==> src/design/nam_pkg.sv <==
// nam_pkg: shared types, field widths and codes of the nibble allocation map.
// Used by nam_ctrl, nam_dp and the top level nibble_allocation_map.
package nam_pkg;

    localparam int ADDR_W          = 16;
    localparam int SIZE_W          = 11;
    localparam int OWN_W           = 4;
    localparam int CMD_W           = 2;
    localparam int MAP_ENTRIES_DEF = 1024;

    // map entry codes
    localparam logic [OWN_W-1:0] ENT_FREE = 4'h0;
    localparam logic [OWN_W-1:0] ENT_CONT = 4'hF;

    // request commands
    localparam logic [CMD_W-1:0] CMD_MARK  = 2'd0;
    localparam logic [CMD_W-1:0] CMD_FREE  = 2'd1;
    localparam logic [CMD_W-1:0] CMD_QUERY = 2'd2;
    localparam logic [CMD_W-1:0] CMD_ALL   = 2'd3;

    // configuration registers
    localparam int CFG_IDX_W  = 1;
    localparam int CFG_DATA_W = 16;
    localparam logic [CFG_IDX_W-1:0] CFG_BASE = 1'b0;
    localparam logic [CFG_IDX_W-1:0] CFG_SIZE = 1'b1;

    // datapath operations issued by the controller
    localparam int OP_W = 4;
    localparam logic [OP_W-1:0] OP_NONE = 4'd0;
    localparam logic [OP_W-1:0] OP_CLR  = 4'd1;
    localparam logic [OP_W-1:0] OP_LOAD = 4'd2;
    localparam logic [OP_W-1:0] OP_MARK = 4'd3;
    localparam logic [OP_W-1:0] OP_DN   = 4'd4;
    localparam logic [OP_W-1:0] OP_EVAL = 4'd5;
    localparam logic [OP_W-1:0] OP_UP   = 4'd6;
    localparam logic [OP_W-1:0] OP_FREE = 4'd7;
    localparam logic [OP_W-1:0] OP_ALL  = 4'd8;

    typedef struct packed {
        logic [CMD_W-1:0]  cmd;
        logic [ADDR_W-1:0] addr;
        logic [SIZE_W-1:0] size;
        logic [OWN_W-1:0]  owner;
    } nam_req_t;

    typedef struct packed {
        logic [ADDR_W-1:0] chunk_start;
        logic [SIZE_W-1:0] chunk_size;
        logic [OWN_W-1:0]  chunk_owner;
        logic              freed;
    } nam_res_t;

    typedef struct packed {
        logic [OP_W-1:0] op;
    } nam_cmd_t;

    typedef struct packed {
        logic [CMD_W-1:0] cmd;
        logic             clr_last;
        logic             in_range;
        logic             owner_ok;
        logic             size_ok;
        logic             bound_zero;
        logic             mark_last;
        logic             dn_stop;
        logic             ent_ok;
        logic             up_stop;
        logic             free_hit;
        logic             free_last;
        logic             all_stop;
    } nam_stat_t;

endpackage

==> src/design/nam_ram.sv <==
// nam_ram: generic single-write, single-read RAM with registered read data.
// No dependencies.
module nam_ram #(
    parameter int WIDTH = 4,
    parameter int DEPTH = 1024
) (
    input  logic                     clk,
    input  logic                     wr_en,
    input  logic [$clog2(DEPTH)-1:0] wr_addr,
    input  logic [WIDTH-1:0]         wr_data,
    input  logic                     rd_en,
    input  logic [$clog2(DEPTH)-1:0] rd_addr,
    output logic [WIDTH-1:0]         rd_data
);

    logic [WIDTH-1:0] mem [DEPTH];

    always_ff @(posedge clk)
    begin
        if (wr_en)
        begin
            mem[wr_addr] <= wr_data;
        end
        if (rd_en)
        begin
            rd_data <= mem[rd_addr];
        end
    end

endmodule

==> src/design/nam_ctrl.sv <==
// nam_ctrl: controller state machine of the nibble allocation map.
// Depends on nam_pkg; drives nam_dp through nam_cmd_t, reads nam_stat_t.
module nam_ctrl
    import nam_pkg::*;
(
    input  logic      clk,
    input  logic      rst_n,
    input  logic      start,
    input  nam_stat_t stat,
    output nam_cmd_t  cmd,
    output logic      busy,
    output logic      done
);

    localparam logic [3:0] S_CLR  = 4'd0;
    localparam logic [3:0] S_IDLE = 4'd1;
    localparam logic [3:0] S_SEL  = 4'd2;
    localparam logic [3:0] S_MARK = 4'd3;
    localparam logic [3:0] S_DN   = 4'd4;
    localparam logic [3:0] S_EVAL = 4'd5;
    localparam logic [3:0] S_UP   = 4'd6;
    localparam logic [3:0] S_FREE = 4'd7;
    localparam logic [3:0] S_ALL  = 4'd8;
    localparam logic [3:0] S_DONE = 4'd9;

    logic [3:0] state_reg;
    logic [3:0] state_next;

    always_ff @(posedge clk or negedge rst_n)
    begin
        if (!rst_n)
        begin
            state_reg <= S_CLR;
        end
        else
        begin
            state_reg <= state_next;
        end
    end

    always_comb
    begin
        state_next = state_reg;
        cmd.op     = OP_NONE;
        unique case (state_reg)
            S_CLR:
            begin
                cmd.op = OP_CLR;
                if (stat.clr_last)
                begin
                    state_next = S_IDLE;
                end
            end
            S_IDLE:
            begin
                if (start)
                begin
                    cmd.op     = OP_LOAD;
                    state_next = S_SEL;
                end
            end
            S_SEL:
            begin
                unique case (stat.cmd)
                    CMD_MARK:
                        state_next = (stat.in_range && stat.size_ok && stat.owner_ok) ?
                                     S_MARK : S_DONE;
                    CMD_FREE, CMD_QUERY:
                        state_next = stat.in_range ? S_DN : S_DONE;
                    CMD_ALL:
                        state_next = (stat.owner_ok && !stat.bound_zero) ? S_ALL : S_DONE;
                    default:
                        state_next = S_DONE;
                endcase
            end
            S_MARK:
            begin
                cmd.op = OP_MARK;
                if (stat.mark_last)
                begin
                    state_next = S_DONE;
                end
            end
            S_DN:
            begin
                cmd.op = OP_DN;
                if (stat.dn_stop)
                begin
                    state_next = S_EVAL;
                end
            end
            S_EVAL:
            begin
                cmd.op     = OP_EVAL;
                state_next = stat.ent_ok ? S_UP : S_DONE;
            end
            S_UP:
            begin
                cmd.op = OP_UP;
                if (stat.up_stop)
                begin
                    state_next = stat.free_hit ? S_FREE : S_DONE;
                end
            end
            S_FREE:
            begin
                cmd.op = OP_FREE;
                if (stat.free_last)
                begin
                    state_next = S_DONE;
                end
            end
            S_ALL:
            begin
                cmd.op = OP_ALL;
                if (stat.all_stop)
                begin
                    state_next = S_DONE;
                end
            end
            S_DONE:
            begin
                state_next = S_IDLE;
            end
            default:
            begin
                state_next = S_IDLE;
            end
        endcase
    end

    assign busy = (state_reg != S_IDLE);
    assign done = (state_reg == S_DONE);

    a_done_single: assert property (@(posedge clk) disable iff (!rst_n)
        done |=> !done)
        else $error("result strobe held for more than one cycle");

    a_idle_after_done: assert property (@(posedge clk) disable iff (!rst_n)
        $fell(busy) |-> ($past(done) || $past(state_reg == S_CLR)))
        else $error("block went idle without delivering a result");

    a_eval_after_walk: assert property (@(posedge clk) disable iff (!rst_n)
        (state_reg == S_EVAL) |-> ($past(state_reg) == S_DN))
        else $error("head evaluation reached without a backward walk");

endmodule

==> src/design/nam_dp.sv <==
// nam_dp: datapath of the nibble allocation map: config registers, map memory,
// walk pointers and result registers. Depends on nam_pkg and nam_ram.
module nam_dp
    import nam_pkg::*;
#(
    parameter int MAP_ENTRIES = MAP_ENTRIES_DEF
) (
    input  logic                  clk,
    input  logic                  rst_n,
    input  nam_cmd_t              cmd,
    input  nam_req_t              req,
    input  logic                  cfg_wr,
    input  logic [CFG_IDX_W-1:0]  cfg_index,
    input  logic [CFG_DATA_W-1:0] cfg_data,
    output nam_stat_t             stat,
    output nam_res_t              res
);

    localparam int IDX_W = $clog2(MAP_ENTRIES);
    localparam int CNT_W = $clog2(MAP_ENTRIES + 1);
    localparam int BW    = ADDR_W + 1;
    localparam logic [BW-1:0]    MAP_LIM   = BW'(MAP_ENTRIES);
    localparam logic [CNT_W-1:0] CLR_LAST  = CNT_W'(MAP_ENTRIES - 1);

    logic [ADDR_W-1:0] base_reg;
    logic [SIZE_W-1:0] usize_reg;

    logic [CNT_W-1:0]  ptr_reg, ptr_next;
    logic [CNT_W-1:0]  chk_reg, chk_next;
    logic              chk_vld_reg, chk_vld_next;
    logic [IDX_W-1:0]  head_reg, head_next;
    logic [OWN_W-1:0]  ent_reg, ent_next;
    logic [SIZE_W-1:0] cnt_reg, cnt_next;
    logic              owned_reg, owned_next;
    logic [CMD_W-1:0]  cmd_reg, cmd_next;
    logic [SIZE_W-1:0] size_reg, size_next;
    logic [OWN_W-1:0]  owner_reg, owner_next;
    logic              in_range_reg, in_range_next;
    nam_res_t          res_reg, res_next;

    logic [BW-1:0]     usize_ext;
    logic [BW-1:0]     bound_w;
    logic [CNT_W-1:0]  bound;
    logic [ADDR_W-1:0] idx;
    logic [BW-1:0]     idx_w;
    logic              owner_ok;

    logic              wr_en;
    logic [IDX_W-1:0]  wr_addr;
    logic [OWN_W-1:0]  wr_data;
    logic              rd_en;
    logic [OWN_W-1:0]  rd_data;
    logic              hit;

    // walk bound is min(heap size, map depth)
    assign usize_ext = BW'(usize_reg);
    assign bound_w   = (usize_ext < MAP_LIM) ? usize_ext : MAP_LIM;
    assign bound     = bound_w[CNT_W-1:0];
    assign idx       = req.addr - base_reg;
    assign idx_w     = BW'(idx);
    assign owner_ok  = (owner_reg != ENT_FREE) && (owner_reg != ENT_CONT);

    always_ff @(posedge clk or negedge rst_n)
    begin
        if (!rst_n)
        begin
            base_reg    <= '0;
            usize_reg   <= SIZE_W'(MAP_ENTRIES_DEF);
            ptr_reg     <= '0;
            chk_vld_reg <= 1'b0;
        end
        else
        begin
            if (cfg_wr)
            begin
                unique case (cfg_index)
                    CFG_BASE: base_reg  <= cfg_data;
                    CFG_SIZE: usize_reg <= cfg_data[SIZE_W-1:0];
                    default:  base_reg  <= base_reg;
                endcase
            end
            ptr_reg     <= ptr_next;
            chk_vld_reg <= chk_vld_next;
        end
    end

    always_ff @(posedge clk)
    begin
        chk_reg      <= chk_next;
        head_reg     <= head_next;
        ent_reg      <= ent_next;
        cnt_reg      <= cnt_next;
        owned_reg    <= owned_next;
        cmd_reg      <= cmd_next;
        size_reg     <= size_next;
        owner_reg    <= owner_next;
        in_range_reg <= in_range_next;
        res_reg      <= res_next;
    end

    always_comb
    begin
        ptr_next      = ptr_reg;
        chk_next      = chk_reg;
        chk_vld_next  = chk_vld_reg;
        head_next     = head_reg;
        ent_next      = ent_reg;
        cnt_next      = cnt_reg;
        owned_next    = owned_reg;
        cmd_next      = cmd_reg;
        size_next     = size_reg;
        owner_next    = owner_reg;
        in_range_next = in_range_reg;
        res_next      = res_reg;
        wr_en         = 1'b0;
        wr_addr       = ptr_reg[IDX_W-1:0];
        wr_data       = ENT_FREE;
        rd_en         = 1'b0;
        hit           = 1'b0;
        unique case (cmd.op)
            OP_CLR:
            begin
                wr_en    = 1'b1;
                ptr_next = CNT_W'(ptr_reg + 1'b1);
            end
            OP_LOAD:
            begin
                cmd_next      = req.cmd;
                size_next     = req.size;
                owner_next    = req.owner;
                in_range_next = (idx_w < bound_w);
                ptr_next      = (req.cmd == CMD_ALL) ? '0 : idx_w[CNT_W-1:0];
                chk_vld_next  = 1'b0;
                cnt_next      = '0;
                owned_next    = 1'b0;
                res_next.chunk_start = (req.cmd == CMD_ALL) ? base_reg : req.addr;
                res_next.chunk_size  = '0;
                res_next.chunk_owner = ENT_FREE;
                res_next.freed       = 1'b0;
            end
            OP_MARK:
            begin
                wr_en    = 1'b1;
                wr_data  = (res_reg.chunk_size == '0) ? owner_reg : ENT_CONT;
                ptr_next = CNT_W'(ptr_reg + 1'b1);
                res_next.chunk_size  = SIZE_W'(res_reg.chunk_size + 1'b1);
                res_next.chunk_owner = owner_reg;
            end
            OP_DN:
            begin
                // read ahead one entry per cycle; the data checked lags by one
                rd_en        = 1'b1;
                chk_next     = ptr_reg;
                chk_vld_next = 1'b1;
                if (ptr_reg != '0)
                begin
                    ptr_next = CNT_W'(ptr_reg - 1'b1);
                end
                if (stat.dn_stop)
                begin
                    head_next    = chk_reg[IDX_W-1:0];
                    ent_next     = rd_data;
                    ptr_next     = CNT_W'(chk_reg + 1'b1);
                    chk_vld_next = 1'b0;
                end
            end
            OP_EVAL:
            begin
                if (stat.ent_ok)
                begin
                    res_next.chunk_start = base_reg + ADDR_W'(head_reg);
                    res_next.chunk_owner = ent_reg;
                    res_next.chunk_size  = SIZE_W'(1);
                end
            end
            OP_UP:
            begin
                chk_next     = ptr_reg;
                chk_vld_next = (ptr_reg < bound);
                if (ptr_reg < bound)
                begin
                    rd_en    = 1'b1;
                    ptr_next = CNT_W'(ptr_reg + 1'b1);
                end
                if (chk_vld_reg && (rd_data == ENT_CONT))
                begin
                    res_next.chunk_size = SIZE_W'(res_reg.chunk_size + 1'b1);
                end
                if (stat.up_stop)
                begin
                    ptr_next     = CNT_W'(head_reg);
                    chk_vld_next = 1'b0;
                end
            end
            OP_FREE:
            begin
                wr_en          = 1'b1;
                ptr_next       = CNT_W'(ptr_reg + 1'b1);
                cnt_next       = SIZE_W'(cnt_reg + 1'b1);
                res_next.freed = 1'b1;
            end
            OP_ALL:
            begin
                chk_next     = ptr_reg;
                chk_vld_next = (ptr_reg < bound);
                if (ptr_reg < bound)
                begin
                    rd_en    = 1'b1;
                    ptr_next = CNT_W'(ptr_reg + 1'b1);
                end
                if (chk_vld_reg)
                begin
                    // a continuation run belongs to the owner only behind a matching head
                    hit        = (rd_data == owner_reg) || ((rd_data == ENT_CONT) && owned_reg);
                    owned_next = hit;
                    if (hit)
                    begin
                        wr_en          = 1'b1;
                        wr_addr        = chk_reg[IDX_W-1:0];
                        res_next.freed = 1'b1;
                    end
                end
            end
            default:
            begin
                wr_en = 1'b0;
            end
        endcase
    end

    always_comb
    begin
        stat.cmd        = cmd_reg;
        stat.clr_last   = (ptr_reg == CLR_LAST);
        stat.in_range   = in_range_reg;
        stat.owner_ok   = owner_ok;
        stat.size_ok    = (size_reg != '0);
        stat.bound_zero = (bound == '0);
        stat.mark_last  = (SIZE_W'(res_reg.chunk_size + 1'b1) == size_reg)
                          || (CNT_W'(ptr_reg + 1'b1) == bound);
        stat.dn_stop    = chk_vld_reg && ((rd_data != ENT_CONT) || (chk_reg == '0));
        stat.ent_ok     = (ent_reg != ENT_FREE) && (ent_reg != ENT_CONT);
        stat.up_stop    = (chk_vld_reg && (rd_data != ENT_CONT)) || (ptr_reg == bound);
        stat.free_hit   = (cmd_reg == CMD_FREE) && owner_ok && (ent_reg == owner_reg);
        stat.free_last  = (SIZE_W'(cnt_reg + 1'b1) == res_reg.chunk_size);
        stat.all_stop   = chk_vld_reg && (ptr_reg == bound);
    end

    assign res = res_reg;

    nam_ram #(
        .WIDTH (OWN_W),
        .DEPTH (MAP_ENTRIES)
    ) u_map (
        .clk     (clk),
        .wr_en   (wr_en),
        .wr_addr (wr_addr),
        .wr_data (wr_data),
        .rd_en   (rd_en),
        .rd_addr (ptr_reg[IDX_W-1:0]),
        .rd_data (rd_data)
    );

    a_mark_in_bound: assert property (@(posedge clk) disable iff (!rst_n)
        (cmd.op == OP_MARK) |-> (ptr_reg < bound))
        else $error("mark writes past the heap bound");

    a_up_in_bound: assert property (@(posedge clk) disable iff (!rst_n)
        (cmd.op == OP_UP) |-> (ptr_reg <= bound))
        else $error("forward walk pointer beyond the heap bound");

    a_no_rw_clash: assert property (@(posedge clk) disable iff (!rst_n)
        (rd_en && wr_en) |-> (ptr_reg[IDX_W-1:0] != wr_addr))
        else $error("map read and write hit the same entry in one cycle");

endmodule

==> src/design/nibble_allocation_map.sv <==
// nibble_allocation_map: top level, heap allocation map with one 4-bit entry per heap byte.
// Depends on nam_pkg, nam_ctrl, nam_dp (which holds nam_ram).
//
// A request is taken when start is high and busy is low; its single result appears on
// result for one cycle with done high and must be captured then, as the receiver cannot
// stall. After reset the block sweeps the map to free, one entry per cycle, and stays
// busy until the whole map is cleared. Every request then runs through the map memory,
// one entry per cycle: mark writes up to size entries; query walks back from the address
// to the chunk head, then forward over the chunk; free then also clears the chunk when
// its owner matches; free-all walks bound entries, bound being min(heap size, MAP_ENTRIES).
// Configuration writes are accepted at any time but must only be issued while idle.
module nibble_allocation_map
    import nam_pkg::*;
#(
    parameter int MAP_ENTRIES = MAP_ENTRIES_DEF
) (
    input  logic                  clk,
    input  logic                  rst_n,
    input  logic                  start,
    output logic                  busy,
    input  nam_req_t              req,
    output logic                  done,
    output nam_res_t              result,
    input  logic                  cfg_valid,
    output logic                  cfg_ready,
    input  logic [CFG_IDX_W-1:0]  cfg_index,
    input  logic [CFG_DATA_W-1:0] cfg_data
);

    nam_cmd_t  cmd;
    nam_stat_t stat;

    assign cfg_ready = 1'b1;

    nam_ctrl u_ctrl (
        .clk   (clk),
        .rst_n (rst_n),
        .start (start),
        .stat  (stat),
        .cmd   (cmd),
        .busy  (busy),
        .done  (done)
    );

    nam_dp #(
        .MAP_ENTRIES (MAP_ENTRIES)
    ) u_dp (
        .clk       (clk),
        .rst_n     (rst_n),
        .cmd       (cmd),
        .req       (req),
        .cfg_wr    (cfg_valid && cfg_ready),
        .cfg_index (cfg_index),
        .cfg_data  (cfg_data),
        .stat      (stat),
        .res       (result)
    );

endmodule
==> config.mk <==
export PLATFORM = sky130hd
export DESIGN_NAME = nibble_allocation_map
export DESIGN_NICKNAME = d
export VERILOG_FILES = /design/src/design/nam_pkg.sv /design/src/design/nam_ram.sv /design/src/design/nam_ctrl.sv /design/src/design/nam_dp.sv /design/src/design/nibble_allocation_map.sv
export SDC_FILE = /design/constraint.sdc
export NUM_CORES = 2
export LEC_CHECK = 0
export CAP_MARGIN = 20
export CORE_MARGIN = 5
export CORE_UTILIZATION = 60
export DETAILED_ROUTE_END_ITERATION = 8
export DONT_BUFFER_PORTS = 1
export PLACE_DENSITY = 0.8
export SKIP_CTS_REPAIR_TIMING = 1
export SLEW_MARGIN = 20
export SYNTH_ARGS = -nofsm -noshare
export SYNTH_HDL_FRONTEND = slang
export SYNTH_SLANG_ARGS = --single-unit
==> constraint.sdc <==
create_clock -name clk -period 22.8 [get_ports clk]
set_input_delay 4.56 -clock clk [delete_from_list [all_inputs] [get_ports clk]]
set_output_delay 4.56 -clock clk [all_outputs]
set_load 0.01 [all_outputs]
After elaboration in Yosys (flattened, before gate mapping)
Memories as Yosys holds them, arrays and structs flattened. A register that Yosys moved wholly into a read port is not among the register bits.
Index checks and enable logic that the tools add are counted.
{"block": "word_totals", "mem_count": 1, "ff_bits": 130, "inputBits": 54, "elab_cells": 173, "output_inout_bits": 35, "ram_bits": 4096}
{"block": "op_classes", "bitwise_logic": 1, "n_reduce_logical": 48, "order_cmp": 3, "mux": 50, "addsub": 7, "eq_ne": 45}
{"memory": "u_dp.u_map.mem", "words": 1024, "word_bits": 4, "read_ports": 1, "rd_clocked_by_memory_dff": 1, "write_ports": 1, "line": "nam_ram.sv:16", "source": "logic [WIDTH-1:0] mem [DEPTH];"}
{"op": "$mux 11", "n": 7}
{"op": "$pmux 11 s5", "n": 1}
{"op": "$mux 4", "n": 13}
{"op": "$add 11x1->11 const B", "n": 4}
{"op": "$eq 11x11->1", "n": 4}
{"op": "$pmux 11 s4", "n": 1}
{"op": "$pmux 4 s9", "n": 1}
{"op": "$logic_not 11->1", "n": 3}
{"op": "$eq 4x3->1 const B", "n": 8}
{"op": "$pmux 16 s2", "n": 1}
{"op": "$pmux 4 s8", "n": 1}
{"op": "$mux 31", "n": 1}
{"op": "$mux 10", "n": 3}
{"op": "$pmux 4 s3", "n": 2}
{"op": "$pmux 11 s2", "n": 1}
{"op": "$reduce_bool 11->1", "n": 2}
{"op": "$lt 16x17->1", "n": 1}
{"op": "$add 16x10->16", "n": 1}
{"op": "$eq 4x2->1 const B", "n": 4}
{"op": "$eq 4x4->1 const B", "n": 4}
{"op": "$mux 16", "n": 1}
{"op": "$ne 2x2->1 const B", "n": 8}
{"op": "$reduce_bool 4->1", "n": 4}
{"op": "$sub 16x16->16", "n": 1}
{"op": "other kinds (31)", "n": 77}

Longest topological paths before layout
{"block": "logic_depth", "word_depth": 8, "mapped_depth": 18, "ltp_nobuf": 16}

Hierarchy
Synthesis repeated with hierarchy kept, for this count alone.
{"block": "hier_totals", "cells_unflattened": 9314, "hier_area_um2": 171688.4}
{"module": "nam_ram", "instances": 1, "area_per_inst_um2": 162138.0, "seq_area_each_um2": 123118.1, "cells_per_inst": 8290}
{"module": "nam_dp", "instances": 1, "area_per_inst_um2": 9028.7, "seq_area_each_um2": 3589.7, "cells_per_inst": 957}
{"module": "nam_ctrl", "instances": 1, "area_per_inst_um2": 510.5, "seq_area_each_um2": 100.1, "cells_per_inst": 65}
{"module": "nibble_allocation_map", "instances": 1, "area_per_inst_um2": 11.3, "seq_area_each_um2": 0.0, "cells_per_inst": 2}

Worst setup path after synthesis
OpenSTA, ideal clock, no wires.
{"block": "synth_timing", "path_kind": "flip-flop to flip-flop", "startpoint": "reg u_ctrl.state_reg[2]", "endpoint": "mem u_dp.u_map.mem[0][0], data pin", "synth_period_minus_slack_ns": 15.977, "stages_incl_launch_ff": 6, "t_required_ns": 20.115, "path_buffers": 1, "setup_slack_ns": 6.823, "setup_time_ns": 2.685, "t_arrival_ns": 13.293, "path_cell_list": "dfrtp_1 -> clkbuf_1 -> or2_1 -> nor2_1 -> nand2_1 -> nand2_1"}
{"block": "synth_via", "elab_chain_cells": 4, "elab_cells_between_ends": 11, "cone_classes": "8 x eq/ne; 2 x mux; 1 x reduce/logical"}
{"element": "start: declaration", "line": "nam_ctrl.sv:26", "source": "logic [3:0] state_reg;"}
{"element": "start signal: assignment", "line": "nam_ctrl.sv:37", "source": "state_reg <= state_next;"}
{"element": "$eq 4x4->1, or another cell as far along", "line": "nam_ctrl.sv:45", "source": "unique case (state_reg)"}
{"element": "$pmux 4 s8 (*)", "line": "nam_ctrl.sv:45"}
{"element": "$eq 4x2->1 (*)", "line": "nam_dp.sv:120", "source": "unique case (cmd.op)"}
{"element": "$mux 4 (*)", "line": "nam_dp.sv:120"}
{"element": "via u_dp.u_map.wr_data[0]", "line": "nam_ram.sv:10", "source": "input logic [WIDTH-1:0] wr_data,"}
{"element": "end: declaration", "line": "nam_ram.sv:16"}
Mark *: on every way through the listed nets, which the timed path passes. The rest lies on a longest branch.

Worst setup path after layout
{"block": "layout_timing", "startpoint": "reg u_dp.ptr_reg[1]", "endpoint": "reg u_dp.u_map.rd_data[1] (read register of u_dp.u_map.mem), data pin"}
{"block": "layout_via", "elab_chain_cells": 3}
{"element": "start: declaration", "line": "nam_dp.sv:28", "source": "logic [CNT_W-1:0] ptr_reg, ptr_next;"}
{"element": "start signal: assignment", "line": "nam_dp.sv:82", "source": "ptr_reg <= ptr_next;"}
{"element": "$lt 11x11->1", "line": "nam_dp.sv:180, nam_dp.sv:206"}
{"element": "$mux 1", "line": "nam_dp.sv:180, nam_dp.sv:206"}
{"element": "$pmux 1 s2", "line": "nam_dp.sv:120"}
{"element": "end: declaration", "line": "nam_ram.sv:13", "source": "output logic [WIDTH-1:0] rd_data"}
Parallel ways exist; a longest one is shown, timed or not.
A chain may end at the register's enable or synchronous reset.

==> metrics <==
Placement Cell Area around 0.17 mm²; Finish-stage setup viols 0; register area share after synthesis 0.745; Max VDD drop 161 µV; Synth Net Count 8688; setup ws final about 15 ns; layout cell share with drive strength beyond 1 0.224; DRC errors left 0; Initial Utilization 0.603; Skew-Pair Late Insertion Delay approximately 0.94 ns; Worst Tran Pin Value 1.25 ns; Data required, critical path 23.50 ns; DRT iter0 DRCs about 17000; crit path capture type flip-flop; top sig layer met5; CTS sink cnt ~4200; Reg clk slew, reported paths 0.07 ns; R2R depth 12; hold slack 0.548 ns; Longest Clk Path Bufs 4; Leakage a little under 60 nW; Critical Path AT ~8.5 ns; status finished clean; # port buffers 0; vias in the first global route about 93000; period utilisation layout 0.344; Post-synth EDFFs roughly 4200; max reg flops around 4000; global route overflow 0; Mean Syn Cell Area between 15 and 20 µm²; GPL Wtd Cong roughly 0.9; Via density 7.35; CP Launch Type flip-flop; Via Count between 90000 and 100k; top cells by area, synth edfxtp_1 74%, mux4_2 15%, nor2_1 2.5%; crit path time final around 8 ns; clock root buffer clkbuf_16; die width 543 µm; Synthesis Warnings 0; Area Growth Syn to Fin 9.57%; post-synthesis register bit count roughly 4200; cell taking the most area after synthesis edfxtp_1; fmax roughly 130 MHz; most common cell after layout, fill and taps aside edfxtp_1; Post-DP HPWL 262000 µm; Chip Height approximately 540 µm; Slew Limit Fails 0; commonest cells after routing, fill and taps aside 4187 x edfxtp_1, 1146 x nor2_1, 1103 x mux4_2; Routed Antenna Nets 0; # IOs 89; Max-Slew Margin vs Limit 0.167; CTS tree done; Fillers around 17000; H-tree levels 5; final wirelength 483000 µm; Synth Instances roughly 8600; Hold Crit Class flip-flop to flip-flop; power per cell area roughly 130 mW/mm²; initial antenna violation count 38; crit path kind flip-flop to flip-flop; Max Cap Violations 0; full die area about 0.29 mm²; worst slack at placement roughly 15 ns; Final #Nets just under 9000; met2 wire len 223000 µm; Met1 Wirelength ~150000 µm; post-route cell area 0.187 mm²; first-pass GRT wire length between 600000 and 700000 µm; RSZ-0062 raised after global routing false; Synth cell types approximately 90; Detail Route met3 WL 75400 µm; Pre-antenna DRT Iters 9; hold path depth 1; post-DR wirelength/cell between 30 and 40 µm; Clock Skews 0.0535 ns; Async S/R FF share, synth 0.0102; CTS Buf Count 395; Yosys top cell area share 0.738; total track usage 0.328; core outline area 0.283 mm²; Top FF cell, synth edfxtp_1; largest net degree at the start of global routing 249; Setup TNS 0 ns; Final Hold Fails 0; synthesized area about 0.17 mm²; Rows just under 200; maximum fanout along the worst path between 100 and 150
## cell usage after synthesis, types with 14 or more instances
master and instances:
nand3_1 57, nor4_1 14, nor3_1 26, nand4_1 27, nor2b_1 21, a22oi_1 102
xnor2_1 56, a22o_1 59, mux2_2 21, nand2b_1 21, buf_8 16, buf_1 21
o22ai_1 34, ha_1 57, a211oi_1 15, clkbuf_1 221, mux2i_1 110, a21oi_1 116
a31oi_1 20, o21ai_0 98, a221oi_1 68, dfrtp_1 42, o211ai_1 21, mux4_1 32
nor2_1 1152, buf_6 54, xor2_1 35, inv_1 50, buf_2 173, mux4_2 1103
buf_4 76, nand2_1 265, edfxtp_1 4187
## metal layers
layer | up-vias | GRT usage
met3 | 1870 | 0.111
met4 | 30 | 0.198
met5 | - | 0
met1 | 47144 | 0.422
met2 | 9191 | 0.492
li1 | 34988 | -
## critical path, cell delays in order, from the launching register on
cell and delay, ns:
dfrtp_4 1.06, buf_4 0.76, buf_12 0.52, buf_4 0.72
buf_12 0.66, buf_4 0.94, mux4_2 0.45, mux4_2 0.48
a22oi_1 0.30, a21oi_1 0.25, nor2_1 0.38, a31oi_1 0.26
and3_1 0.28
## final cells by class
type,count,area (µm²),share of cell area
inverters,52,203,0.00109
multi-input cells,3715,40300,0.216
clock buffers,464,10300,0.0552
flip-flops and latches,4230,127000,0.680
diodes,32,80.1,0.000429
clock inverters,250,2430,0.0130
well taps,3743,4680,0.0251
repair buffers,197,1770,0.00946
## power by group
group	switching [mW]	leakage [nW]	internal, mW	total [mW]
sequential	0.198	38.8	10.3	10.5
combinational	5.37	13.1	2.61	7.98
clock	2.93	6.21	3.72	6.65
total	8.50	58.1	16.6	25.1
## stage by stage
step           std cells  total power, mW   util
3_5_place_dp       11933             18.2  0.615
5_1_grt            12654             25.7  0.660
4_1_cts            12647             24.9  0.660
6_report           12683             25.1  0.661
2_1_floorplan       8575             17.6      -
3_3_place_gp       11930             18.0  0.615
## logic make-up after synthesis
kind of cell	count (synthesis)	share of synthesized area
buffers and inverters	630	0.0212
and+or+nand+nor	1657	0.0399
muxes	1266	0.159
AOI/OAI and AO/OA	639	0.0263
DFF	4230	0.745
xor gates and xnor gates	93	0.00494
adders and majority gates	59	0.00442
other	1	0.0000220
## final timing paths
path	slack (ns)	start	end
min	0.55	u_dp.usize_reg[4]$_DFFE_PN0P_	u_dp.usize_reg[4]$_DFFE_PN0P_
min reg2reg	0.55	u_dp.usize_reg[4]$_DFFE_PN0P_	u_dp.usize_reg[4]$_DFFE_PN0P_
max in group asynchronous	19.31	rst_n	u_dp.usize_reg[10]$_DFFE_PN1P_
max reg2reg	14.96	u_dp.ptr_reg[1]$_DFFE_PN0P_	u_dp.u_map.rd_data[1]$_DFFE_PP_
max	14.96	u_dp.ptr_reg[1]$_DFFE_PN0P_	u_dp.u_map.rd_data[1]$_DFFE_PP_
min in group asynchronous	3.31	rst_n	u_dp.ptr_reg[0]$_DFFE_PN0P_
(Power assumes the default switching activity.)
